--- src/hdl/mrlq_pkg.sv ---
package mrlq_pkg;

   // sizing of the ring and of the resource bitmask
   localparam int RING_DEPTH    = 16;
   localparam int RESOURCE_BITS = 32;
   localparam int SLOT_W        = $clog2(RING_DEPTH);
   localparam int CNT_W         = $clog2(RING_DEPTH + 1);

   // fixed port widths
   localparam int OPCODE_W = 1;
   localparam int MASK_IN_W = 32;
   localparam int HANDLE_W = 4;
   localparam int KIND_W   = 3;

   // queue depths on both sides
   localparam int IN_DEPTH  = 2;
   localparam int IN_PTR_W  = $clog2(IN_DEPTH);
   localparam int IN_CNT_W  = $clog2(IN_DEPTH + 1);
   localparam int OUT_DEPTH = 4;
   localparam int OUT_PTR_W = $clog2(OUT_DEPTH);
   localparam int OUT_CNT_W = $clog2(OUT_DEPTH + 1);

   // opcodes
   localparam logic [OPCODE_W-1:0] OP_ACQUIRE = 1'b0;
   localparam logic [OPCODE_W-1:0] OP_RELEASE = 1'b1;

   // result kinds
   localparam logic [KIND_W-1:0] KIND_QUEUED   = 3'd0;
   localparam logic [KIND_W-1:0] KIND_FULL     = 3'd1;
   localparam logic [KIND_W-1:0] KIND_ZERO     = 3'd2;
   localparam logic [KIND_W-1:0] KIND_GRANTED  = 3'd3;
   localparam logic [KIND_W-1:0] KIND_RELEASED = 3'd4;
   localparam logic [KIND_W-1:0] KIND_BAD      = 3'd5;

   // classified request handed from front to back
   typedef struct packed {
      logic [OPCODE_W-1:0]      opcode;
      logic                     zero_mask;
      logic [RESOURCE_BITS-1:0] mask;
      logic [SLOT_W-1:0]        slot;
   } item_type;

   // one result beat
   typedef struct packed {
      logic [KIND_W-1:0]   kind;
      logic [HANDLE_W-1:0] handle;
      logic                last;
   } result_type;

endpackage

--- src/hdl/mrlq_ram.sv ---
module mrlq_ram #(
   parameter int WIDTH = 32,
   parameter int DEPTH = 16
) (
   input  logic                     clock,
   input  logic                     wr_en,
   input  logic [$clog2(DEPTH)-1:0] wr_addr,
   input  logic [WIDTH-1:0]         wr_data,
   input  logic [$clog2(DEPTH)-1:0] rd_addr,
   output logic [WIDTH-1:0]         rd_data
);

   logic [WIDTH-1:0] mem_ff [DEPTH];
   logic [WIDTH-1:0] rd_data_ff;

   // one write port, registered read port
   always_ff @(posedge clock) begin
      if (wr_en) begin
         mem_ff[wr_addr] <= wr_data;
      end
      rd_data_ff <= mem_ff[rd_addr];
   end

   assign rd_data = rd_data_ff;

endmodule

--- src/hdl/mrlq_front.sv ---
module mrlq_front (
   input  logic                          clock,
   input  logic                          reset,
   input  logic                          push,
   output logic                          full,
   input  logic [mrlq_pkg::OPCODE_W-1:0]  req_opcode,
   input  logic [mrlq_pkg::MASK_IN_W-1:0] req_resource_mask,
   input  logic [mrlq_pkg::HANDLE_W-1:0]  req_handle,
   output logic                          item_valid,
   output mrlq_pkg::item_type            item,
   input  logic                          item_take
);
   import mrlq_pkg::*;

   item_type              buf_ff [IN_DEPTH];
   logic [IN_PTR_W-1:0]   wr_ptr_ff, wr_ptr_in;
   logic [IN_PTR_W-1:0]   rd_ptr_ff, rd_ptr_in;
   logic [IN_CNT_W-1:0]   cnt_ff, cnt_in;
   item_type              cls;
   logic                  do_push;
   logic                  do_pop;

   // classify the incoming beat: effective mask, zero test, slot of handle
   always_comb begin
      cls.opcode    = req_opcode;
      cls.mask      = RESOURCE_BITS'(req_resource_mask);
      cls.zero_mask = (cls.mask == '0);
      cls.slot      = SLOT_W'(req_handle);
   end

   assign full       = (cnt_ff == IN_CNT_W'(IN_DEPTH));
   assign item_valid = (cnt_ff != '0);
   assign item       = buf_ff[rd_ptr_ff];
   assign do_push    = push && !full;
   assign do_pop     = item_take && item_valid;

   // pointer and fill count update
   always_comb begin
      wr_ptr_in = wr_ptr_ff;
      rd_ptr_in = rd_ptr_ff;
      cnt_in    = cnt_ff;
      if (do_push) begin
         wr_ptr_in = (wr_ptr_ff == IN_PTR_W'(IN_DEPTH - 1)) ? '0 : wr_ptr_ff + 1'b1;
      end
      if (do_pop) begin
         rd_ptr_in = (rd_ptr_ff == IN_PTR_W'(IN_DEPTH - 1)) ? '0 : rd_ptr_ff + 1'b1;
      end
      if (do_push && !do_pop) begin
         cnt_in = cnt_ff + 1'b1;
      end else if (do_pop && !do_push) begin
         cnt_in = cnt_ff - 1'b1;
      end
   end

   always_ff @(posedge clock) begin
      if (reset) begin
         wr_ptr_ff <= '0;
         rd_ptr_ff <= '0;
         cnt_ff    <= '0;
      end else begin
         wr_ptr_ff <= wr_ptr_in;
         rd_ptr_ff <= rd_ptr_in;
         cnt_ff    <= cnt_in;
      end
   end

   // item storage
   always_ff @(posedge clock) begin
      if (do_push) begin
         buf_ff[wr_ptr_ff] <= cls;
      end
   end

endmodule

--- src/hdl/mrlq_out_fifo.sv ---
module mrlq_out_fifo (
   input  logic                         clock,
   input  logic                         reset,
   input  logic                         res_push,
   input  mrlq_pkg::result_type         res_data,
   output logic                         res_full,
   output logic                         empty,
   input  logic                         pop,
   output logic [mrlq_pkg::KIND_W-1:0]   rsp_result_kind,
   output logic [mrlq_pkg::HANDLE_W-1:0] rsp_result_handle,
   output logic                         rsp_last_result
);
   import mrlq_pkg::*;

   result_type           buf_ff [OUT_DEPTH];
   logic [OUT_PTR_W-1:0] wr_ptr_ff, wr_ptr_in;
   logic [OUT_PTR_W-1:0] rd_ptr_ff, rd_ptr_in;
   logic [OUT_CNT_W-1:0] cnt_ff, cnt_in;
   logic                 do_push;
   logic                 do_pop;
   result_type           head;

   assign res_full = (cnt_ff == OUT_CNT_W'(OUT_DEPTH));
   assign empty    = (cnt_ff == '0);
   assign do_push  = res_push && !res_full;
   assign do_pop   = pop && !empty;

   assign head              = buf_ff[rd_ptr_ff];
   assign rsp_result_kind   = head.kind;
   assign rsp_result_handle = head.handle;
   assign rsp_last_result   = head.last;

   // pointer and fill count update
   always_comb begin
      wr_ptr_in = wr_ptr_ff;
      rd_ptr_in = rd_ptr_ff;
      cnt_in    = cnt_ff;
      if (do_push) begin
         wr_ptr_in = (wr_ptr_ff == OUT_PTR_W'(OUT_DEPTH - 1)) ? '0 : wr_ptr_ff + 1'b1;
      end
      if (do_pop) begin
         rd_ptr_in = (rd_ptr_ff == OUT_PTR_W'(OUT_DEPTH - 1)) ? '0 : rd_ptr_ff + 1'b1;
      end
      if (do_push && !do_pop) begin
         cnt_in = cnt_ff + 1'b1;
      end else if (do_pop && !do_push) begin
         cnt_in = cnt_ff - 1'b1;
      end
   end

   always_ff @(posedge clock) begin
      if (reset) begin
         wr_ptr_ff <= '0;
         rd_ptr_ff <= '0;
         cnt_ff    <= '0;
      end else begin
         wr_ptr_ff <= wr_ptr_in;
         rd_ptr_ff <= rd_ptr_in;
         cnt_ff    <= cnt_in;
      end
   end

   // result storage
   always_ff @(posedge clock) begin
      if (do_push) begin
         buf_ff[wr_ptr_ff] <= res_data;
      end
   end

endmodule

--- src/hdl/mrlq_back.sv ---
module mrlq_back (
   input  logic                 clock,
   input  logic                 reset,
   input  logic                 item_valid,
   input  mrlq_pkg::item_type   item,
   output logic                 item_take,
   output logic                 res_push,
   output mrlq_pkg::result_type res_data,
   input  logic                 res_full
);
   import mrlq_pkg::*;

   localparam logic [2:0] ST_IDLE    = 3'd0;
   localparam logic [2:0] ST_ACQ_G   = 3'd1;
   localparam logic [2:0] ST_POP     = 3'd2;
   localparam logic [2:0] ST_SCAN_RD = 3'd3;
   localparam logic [2:0] ST_SCAN_EV = 3'd4;
   localparam logic [2:0] ST_FIN     = 3'd5;

   logic [2:0]               state_ff, state_in;
   logic [SLOT_W-1:0]        head_ff, head_in;
   logic [CNT_W-1:0]         count_ff, count_in;
   logic [RING_DEPTH-1:0]    granted_ff, granted_in;
   logic [RING_DEPTH-1:0]    released_ff, released_in;
   logic [RESOURCE_BITS-1:0] union_ff, union_in;
   logic [RESOURCE_BITS-1:0] acc_ff, acc_in;
   logic [CNT_W-1:0]         idx_ff, idx_in;
   logic [SLOT_W-1:0]        cur_ff, cur_in;
   logic                     pend_v_ff, pend_v_in;
   result_type               pend_ff, pend_in;

   logic                     ram_we;
   logic [SLOT_W-1:0]        ram_wa;
   logic [RESOURCE_BITS-1:0] ram_wd;
   logic [SLOT_W-1:0]        ram_ra;
   logic [RESOURCE_BITS-1:0] ram_rd;

   logic [SLOT_W-1:0]        tail;
   logic [SLOT_W-1:0]        scan_slot;
   logic [SLOT_W-1:0]        offset;
   logic                     grant_now;
   logic                     bad_rel;
   logic                     cand;

   // stored masks of the ring slots
   mrlq_ram #(
      .WIDTH(RESOURCE_BITS),
      .DEPTH(RING_DEPTH)
   ) u_masks (
      .clock  (clock),
      .wr_en  (ram_we),
      .wr_addr(ram_wa),
      .wr_data(ram_wd),
      .rd_addr(ram_ra),
      .rd_data(ram_rd)
   );

   // slot arithmetic and checks
   assign tail      = head_ff + SLOT_W'(count_ff);
   assign scan_slot = head_ff + SLOT_W'(idx_ff);
   assign offset    = item.slot - head_ff;
   assign grant_now = ((union_ff & item.mask) == '0);
   assign bad_rel   = (CNT_W'(offset) >= count_ff) || released_ff[item.slot]
                      || !granted_ff[item.slot];
   assign cand      = !released_ff[scan_slot] && !granted_ff[scan_slot]
                      && ((ram_rd & acc_ff) == '0);

   // sequencer: one result at most per cycle, the previous one held back
   // until it is known whether it is the last of its item
   always_comb begin
      state_in    = state_ff;
      head_in     = head_ff;
      count_in    = count_ff;
      granted_in  = granted_ff;
      released_in = released_ff;
      union_in    = union_ff;
      acc_in      = acc_ff;
      idx_in      = idx_ff;
      cur_in      = cur_ff;
      pend_v_in   = pend_v_ff;
      pend_in     = pend_ff;
      item_take   = 1'b0;
      res_push    = 1'b0;
      res_data    = pend_ff;
      ram_we      = 1'b0;
      ram_wa      = tail;
      ram_wd      = item.mask;
      ram_ra      = scan_slot;
      case (state_ff)
         ST_IDLE: begin
            if (item_valid) begin
               item_take = 1'b1;
               pend_v_in = 1'b1;
               state_in  = ST_FIN;
               if (item.opcode == OP_ACQUIRE) begin
                  if (item.zero_mask) begin
                     pend_in = '{kind: KIND_ZERO, handle: '0, last: 1'b0};
                  end else if (count_ff == CNT_W'(RING_DEPTH)) begin
                     pend_in = '{kind: KIND_FULL, handle: '0, last: 1'b0};
                  end else begin
                     ram_we            = 1'b1;
                     released_in[tail] = 1'b0;
                     granted_in[tail]  = grant_now;
                     union_in          = union_ff | item.mask;
                     count_in          = count_ff + 1'b1;
                     cur_in            = tail;
                     pend_in = '{kind: KIND_QUEUED, handle: HANDLE_W'(tail), last: 1'b0};
                     if (grant_now) begin
                        state_in = ST_ACQ_G;
                     end
                  end
               end else begin
                  if (bad_rel) begin
                     pend_in = '{kind: KIND_BAD, handle: HANDLE_W'(item.slot), last: 1'b0};
                  end else begin
                     released_in[item.slot] = 1'b1;
                     pend_in  = '{kind: KIND_RELEASED, handle: HANDLE_W'(item.slot),
                                  last: 1'b0};
                     state_in = ST_POP;
                  end
               end
            end
         end
         ST_ACQ_G: begin
            if (!res_full) begin
               res_push = 1'b1;
               pend_in  = '{kind: KIND_GRANTED, handle: HANDLE_W'(cur_ff), last: 1'b0};
               state_in = ST_FIN;
            end
         end
         ST_POP: begin
            // retire released entries at the head, one a cycle
            if ((count_ff != '0) && released_ff[head_ff]) begin
               granted_in[head_ff] = 1'b0;
               head_in  = head_ff + 1'b1;
               count_in = count_ff - 1'b1;
            end else begin
               idx_in   = '0;
               acc_in   = '0;
               state_in = ST_SCAN_RD;
            end
         end
         ST_SCAN_RD: begin
            if (idx_ff == count_ff) begin
               union_in = acc_ff;
               state_in = ST_FIN;
            end else begin
               state_in = ST_SCAN_EV;
            end
         end
         ST_SCAN_EV: begin
            // grant a waiter whose mask misses all earlier live masks
            if (!cand || !res_full) begin
               if (!released_ff[scan_slot]) begin
                  acc_in = acc_ff | ram_rd;
               end
               if (cand) begin
                  granted_in[scan_slot] = 1'b1;
                  res_push = 1'b1;
                  pend_in  = '{kind: KIND_GRANTED, handle: HANDLE_W'(scan_slot),
                               last: 1'b0};
               end
               idx_in   = idx_ff + 1'b1;
               state_in = ST_SCAN_RD;
            end
         end
         ST_FIN: begin
            res_data.last = 1'b1;
            if (!res_full) begin
               res_push  = 1'b1;
               pend_v_in = 1'b0;
               state_in  = ST_IDLE;
            end
         end
         default: begin
            state_in = ST_IDLE;
         end
      endcase
   end

   // control state
   always_ff @(posedge clock) begin
      if (reset) begin
         state_ff    <= ST_IDLE;
         head_ff     <= '0;
         count_ff    <= '0;
         granted_ff  <= '0;
         released_ff <= '0;
         union_ff    <= '0;
         pend_v_ff   <= 1'b0;
      end else begin
         state_ff    <= state_in;
         head_ff     <= head_in;
         count_ff    <= count_in;
         granted_ff  <= granted_in;
         released_ff <= released_in;
         union_ff    <= union_in;
         pend_v_ff   <= pend_v_in;
      end
   end

   // working registers
   always_ff @(posedge clock) begin
      acc_ff  <= acc_in;
      idx_ff  <= idx_in;
      cur_ff  <= cur_in;
      pend_ff <= pend_in;
   end

   a_count_bound: assert property (@(posedge clock) disable iff (reset)
      count_ff <= CNT_W'(RING_DEPTH))
      else $error("live entry count beyond ring depth");

   a_idle_no_pend: assert property (@(posedge clock) disable iff (reset)
      (state_ff == ST_IDLE) |-> !pend_v_ff)
      else $error("held result left over in idle");

   a_fin_has_pend: assert property (@(posedge clock) disable iff (reset)
      (state_ff == ST_FIN) |-> pend_v_ff)
      else $error("closing beat without a held result");

   a_grant_live: assert property (@(posedge clock) disable iff (reset)
      (state_ff == ST_SCAN_EV && cand) |-> (idx_ff < count_ff))
      else $error("grant outside the live entries");

endmodule

--- src/hdl/multi_resource_lock_queue_top.sv ---
// FIFO multi-resource lock on a ring of 16 slots. Push a request beat (acquire with a
// resource bitmask, or release of a granted handle); each request yields one or more
// result beats, the final one marked by rsp_last_result. Requests are processed one at
// a time. A good release first retires the released entries at the head of the ring,
// then the conflict unit scans the remaining live entries in order, each entry's mask
// read from the registered mask memory before it is checked; the entries retired and
// scanned together never exceed 16.
// A two-beat request queue and a four-beat result queue decouple both sides; a full
// result queue stalls the scan.
module multi_resource_lock_queue_top (
   input  logic                           clock,
   input  logic                           reset,
   input  logic                           push,
   output logic                           full,
   input  logic [mrlq_pkg::OPCODE_W-1:0]  req_opcode,
   input  logic [mrlq_pkg::MASK_IN_W-1:0] req_resource_mask,
   input  logic [mrlq_pkg::HANDLE_W-1:0]  req_handle,
   output logic                           empty,
   input  logic                           pop,
   output logic [mrlq_pkg::KIND_W-1:0]    rsp_result_kind,
   output logic [mrlq_pkg::HANDLE_W-1:0]  rsp_result_handle,
   output logic                           rsp_last_result
);
   import mrlq_pkg::*;

   logic       item_valid;
   item_type   item;
   logic       item_take;
   logic       res_push;
   result_type res_data;
   logic       res_full;

   // request queue and classification
   mrlq_front u_front (
      .clock            (clock),
      .reset            (reset),
      .push             (push),
      .full             (full),
      .req_opcode       (req_opcode),
      .req_resource_mask(req_resource_mask),
      .req_handle       (req_handle),
      .item_valid       (item_valid),
      .item             (item),
      .item_take        (item_take)
   );

   // lock state and conflict scan
   mrlq_back u_back (
      .clock     (clock),
      .reset     (reset),
      .item_valid(item_valid),
      .item      (item),
      .item_take (item_take),
      .res_push  (res_push),
      .res_data  (res_data),
      .res_full  (res_full)
   );

   // result queue
   mrlq_out_fifo u_out (
      .clock            (clock),
      .reset            (reset),
      .res_push         (res_push),
      .res_data         (res_data),
      .res_full         (res_full),
      .empty            (empty),
      .pop              (pop),
      .rsp_result_kind  (rsp_result_kind),
      .rsp_result_handle(rsp_result_handle),
      .rsp_last_result  (rsp_last_result)
   );

endmodule

--- config.mk ---
export PLATFORM = sky130hd
export DESIGN_NAME = multi_resource_lock_queue_top
export DESIGN_NICKNAME = d
export VERILOG_FILES = /design/src/hdl/mrlq_pkg.sv /design/src/hdl/mrlq_ram.sv /design/src/hdl/mrlq_front.sv /design/src/hdl/mrlq_out_fifo.sv /design/src/hdl/mrlq_back.sv /design/src/hdl/multi_resource_lock_queue_top.sv
export SDC_FILE = /design/constraint.sdc
export NUM_CORES = 1
export LEC_CHECK = 0
export ABC_CLOCK_PERIOD_IN_PS = 4900
export BUFFER_PORTS_ARGS = -buffer_cell sky130_fd_sc_hd__buf_2
export CAP_MARGIN = 20
export CORE_MARGIN = 5
export CORE_UTILIZATION = 42
export CTS_BUF_LIST = sky130_fd_sc_hd__clkbuf_4
export DETAILED_ROUTE_END_ITERATION = 8
export GPL_TIMING_DRIVEN = 1
export SETUP_SLACK_MARGIN = 0.3
export SLEW_MARGIN = 20
export SYNTH_ARGS = -nofsm -noshare
export SYNTH_HDL_FRONTEND = slang
export SYNTH_HIERARCHICAL = 1
export SYNTH_SLANG_ARGS = --single-unit
--- constraint.sdc ---
create_clock -name clock -period 4.9 [get_ports clock]
set_input_delay 0.49 -clock clock [delete_from_list [all_inputs] [get_ports clock]]
set_output_delay 0.49 -clock clock [all_outputs]
set_load 0.03 [all_outputs]
==> flow_summary.json <==
{
  "synth_edf_count": 668,
  "setup_slack_ps": 416,
  "cts_sinks": 790,
  "yosysUniqueCellTypes": 76,
  "firstDrtPassIters": 5,
  "hold_viol_final": 0,
  "fin_crit_ps": 4480,
  "r2r-end": "u_out/cnt_ff[2]$_SDFFE_PP0P_",
  "dieArea_sq_um": 82100,
  "initial_utilization_pct": 42.3,
  "coreArea_sq_um": 75900,
  "dp_hpwl_mm": 49.9,
  "grt_max_degree": 140,
  "avgRoutedWirePerCell_um": 24.7,
  "cts_htree_levels": 4,
  "ir_drop_uv": 283,
  "layout_commonest_cell": "edfxtp_1",
  "gp_congestion": 0.864,
  "synth-seq-area-share_pct": 70.1,
  "critical_path_class": "reg -> reg",
  "drt-total-wl_mm": 83.8,
  "grt_pass1_vias": 19600,
  "crit_path_end_kind": "flip-flop",
  "slew_headroom_pct": 27.4,
  "gr-total-overflow": 0,
  "min_path_cells": 2,
  "rsz0062_at_grt": "no",
  "track_usage_pct": 20.3,
  "std_cell_rows": 101,
  "grt_pass1_wl_mm": 123,
  "cts_buffers": 195,
  "rrSetupSlack_ps": 420,
  "drtAntennaViolNets": 0,
  "die_h_um": 287,
  "critPathRequiredTime_ps": 5830,
  "place_ws_ps": 274,
  "area_growth_pct": 14.7,
  "hold_path_end": "u_front/buf_ff[0][9]$_DFFE_PP_",
  "cts_root_buffer": "clkbuf_4",
  "leakage_uw": 0.0123,
  "status": "complete, no violations",
  "start_kind": "flip-flop",
  "clock-skew-final_ps": 71.1,
  "synth_seq_cells": 790,
  "first_iter_violations": 1830,
  "layout_common_cells": "edfxtp_1 (668), clkbuf_4 (292), nor2_1 (159)",
  "fp.dieW_um": 287,
  "utilization_pct": 48.5,
  "synth_nets": 2029,
  "worstPathArrival_ps": 5410,
  "fillers": 6455,
  "ys_warn_count": 6,
  "ios": 51,
  "postSynthAreaPerCell_sq_um": 16.4,
  "ys.flop_type": "edfxtp_1",
  "finalSetupViolCount": 0,
  "fmax_mhz": 223,
  "finalCritPeriodShare_pct": 91.5,
  "antenna_found_initial": 3,
  "clockBufferDepth": 3,
  "slew_viol_final": 0,
  "worst_slew_pin_slew_ps": 1090,
  "insertion_delay_ps": 1060,
  "vias": 19200,
  "synth_area_sq_um": 32100,
  "worst_hold_path_type": "in -> reg",
  "timing.rr.start": "u_back/idx_ff[0]$_SDFFCE_PN0P_",
  "hp-start": "req_resource_mask[5]",
  "drive_gt1_share_pct": 29.9,
  "vias_per_cell": 5.68,
  "r2r_cells": 17,
  "worstSetupStartpoint": "u_back/idx_ff[0]$_SDFFCE_PN0P_",
  "critPathMaxFanout": 6,
  "holdWs_ps": 181,
  "clkTransAtPathRegs_ps": 70,
  "powerDensity_nw_per_um2": 539,
  "io_buffers": 50,
  "maxCapViolations": 0,
  "drc": 0,
  "async_reset_ff_share_pct": 0,
  "netlist_instances": 1955,
  "tritoncts": "built",
  "fin_nets": 2271,
  "setup_tns_ps": 0
}
-- cells by family (layout without fill, tap and decap cells) --
logic type | after synthesis | count (layout) | synth area share [%]
XOR/XNOR | 29 | 29 | 0.814
flip-flops | 790 | 790 | 70.1
multiplexers | 192 | 192 | 11.9
adder cells (fa/ha/maj) | 33 | 33 | 1.40
AND/OR/NAND/NOR | 452 | 452 | 6.74
buffers and inverters | 143 | 542 | 2.20
other | 0 | 5 | 0
AO/OA/AOI/OAI | 316 | 316 | 6.86
-- registers in the layout (all words and copies together), names as in the netlist, named ones only --
name	count
u_back/acc_ff	32
u_back/count_ff	5
u_back/cur_ff	4
u_back/head_ff	4
u_back/idx_ff	5
u_back/released_ff	16
u_back/res_data	7
u_back/state_ff	3
u_back/u_masks/mem_ff	512
u_back/u_masks/rd_data	32
u_back/union_ff	32
u_front/buf_ff	76
u_front/cnt_ff	2
u_front/rd_ptr_ff	1
u_front/wr_ptr_ff	1
u_out/buf_ff	32
u_out/cnt_ff	3
u_out/rd_ptr_ff	2
u_out/wr_ptr_ff	2
-- critical path: stages (launching register included) --
cell and delay [ps]:
edfxtp_1 430, ha_4 190, fa_4 810, mux4_2 340, nor3_2 160, nor2_1 100
a211o_1 390, nor2_4 160, nand2_1 80, a21oi_2 150, bufinv_8 200, nor2_4 110
ha_2 200, inv_1 50, fa_1 370, xor2_1 180, or3_1 310, a21oi_1 140
-- area by class of cell --
| class | instances | area (sq um) | area share (%) |
|---|---|---|---|
| Sequential cell | 790 | 22500 | 61.1 |
| Tap cell | 1030 | 1290 | 3.50 |
| Inverter | 34 | 154 | 0.418 |
| Clock buffer | 292 | 2190 | 5.95 |
| Clock inverter | 62 | 365 | 0.992 |
| Antenna cell | 5 | 12.5 | 0.0340 |
| Timing Repair Buffer | 154 | 1210 | 3.29 |
| Multi-Input combinational cell | 1022 | 9110 | 24.7 |
-- timing repair --
action / CTS / global route
setup endpoints to repair: 1 / 1
gates cloned: 0 / 0
buffers inserted: 2 / 3
pin swaps: 2 / 4
hold buffers: 39 / 1
endpoints found under the hold margin: 81 / 7
gates resized for setup: 2 / 5
-- metrics by stage --
stage                     area (sq um)  instances  power [uW]
after floorplan                  32100       1955       12700
after CTS                        36800       3380       20000
final                            36800       3389       19900
after global routing             36800       3386       20900
after global placement           33800       2985       14300
after detailed placement         33800       2985       14400
-- where the power goes --
group / switching, uW / total, uW / internal [uW]
Clock: 2650 / 5510 / 2860
Sequential: 461 / 8890 / 8430
Combinational: 3440 / 5470 / 2040
-- routing by layer --
layer  up-vias  wire length (um)  part of all wire [%]  GRT usage (%)
met5         -                13                 0.016              0
met4         2              2200                   2.6           7.14
met3       155              5990                   7.1           4.61
met2       810             39600                    47           32.1
met1      9872             36000                    43           28.0
li1       8401                 -                     -              -
-- Yosys cell counts (all sizes together) (5+ instances only) --
library cell | number | area, sq um
buf | 52 | 338
and3 | 8 | 50.1
a22o | 8 | 70.1
or3 | 5 | 31.3
clkbuf | 57 | 214
nor3 | 74 | 380
edfxtp | 668 | 20100
a31oi | 37 | 231
a21oi | 64 | 324
mux2 | 38 | 428
nor4 | 16 | 100
a21o | 5 | 37.5
nand2 | 69 | 259
ha | 28 | 350
nand4 | 8 | 50.1
nand3 | 14 | 70.1
o22ai | 16 | 100
mux4 | 147 | 3330
xor2 | 13 | 114
dfxtp | 122 | 2440
a211oi | 5 | 42.5
a221oi | 9 | 78.8
a22oi | 80 | 601
nand2b | 9 | 56.3
fa | 5 | 100
o21ai | 50 | 262
or2 | 34 | 213
nor2 | 176 | 673
nor2b | 13 | 83.8
xnor2 | 16 | 148
inv | 32 | 120
and2 | 9 | 56.3
mux2i | 7 | 70.1
a311oi | 19 | 235
-- worst max path at each step --
stage,to,slack [ps],cells past startpoint
2_1_floorplan,u_out/cnt_ff[2]$_SDFFE_PP0P_,390,18
3_3_place_gp,u_out/cnt_ff[2]$_SDFFE_PP0P_,240,17
3_5_place_dp,u_out/cnt_ff[2]$_SDFFE_PP0P_,270,17
4_1_cts,u_out/cnt_ff[2]$_SDFFE_PP0P_,320,17
5_1_grt,u_out/cnt_ff[2]$_SDFFE_PP0P_,290,17
6_report,u_out/cnt_ff[2]$_SDFFE_PP0P_,420,17
No activity file was read; power rests on OpenSTA's default activity.
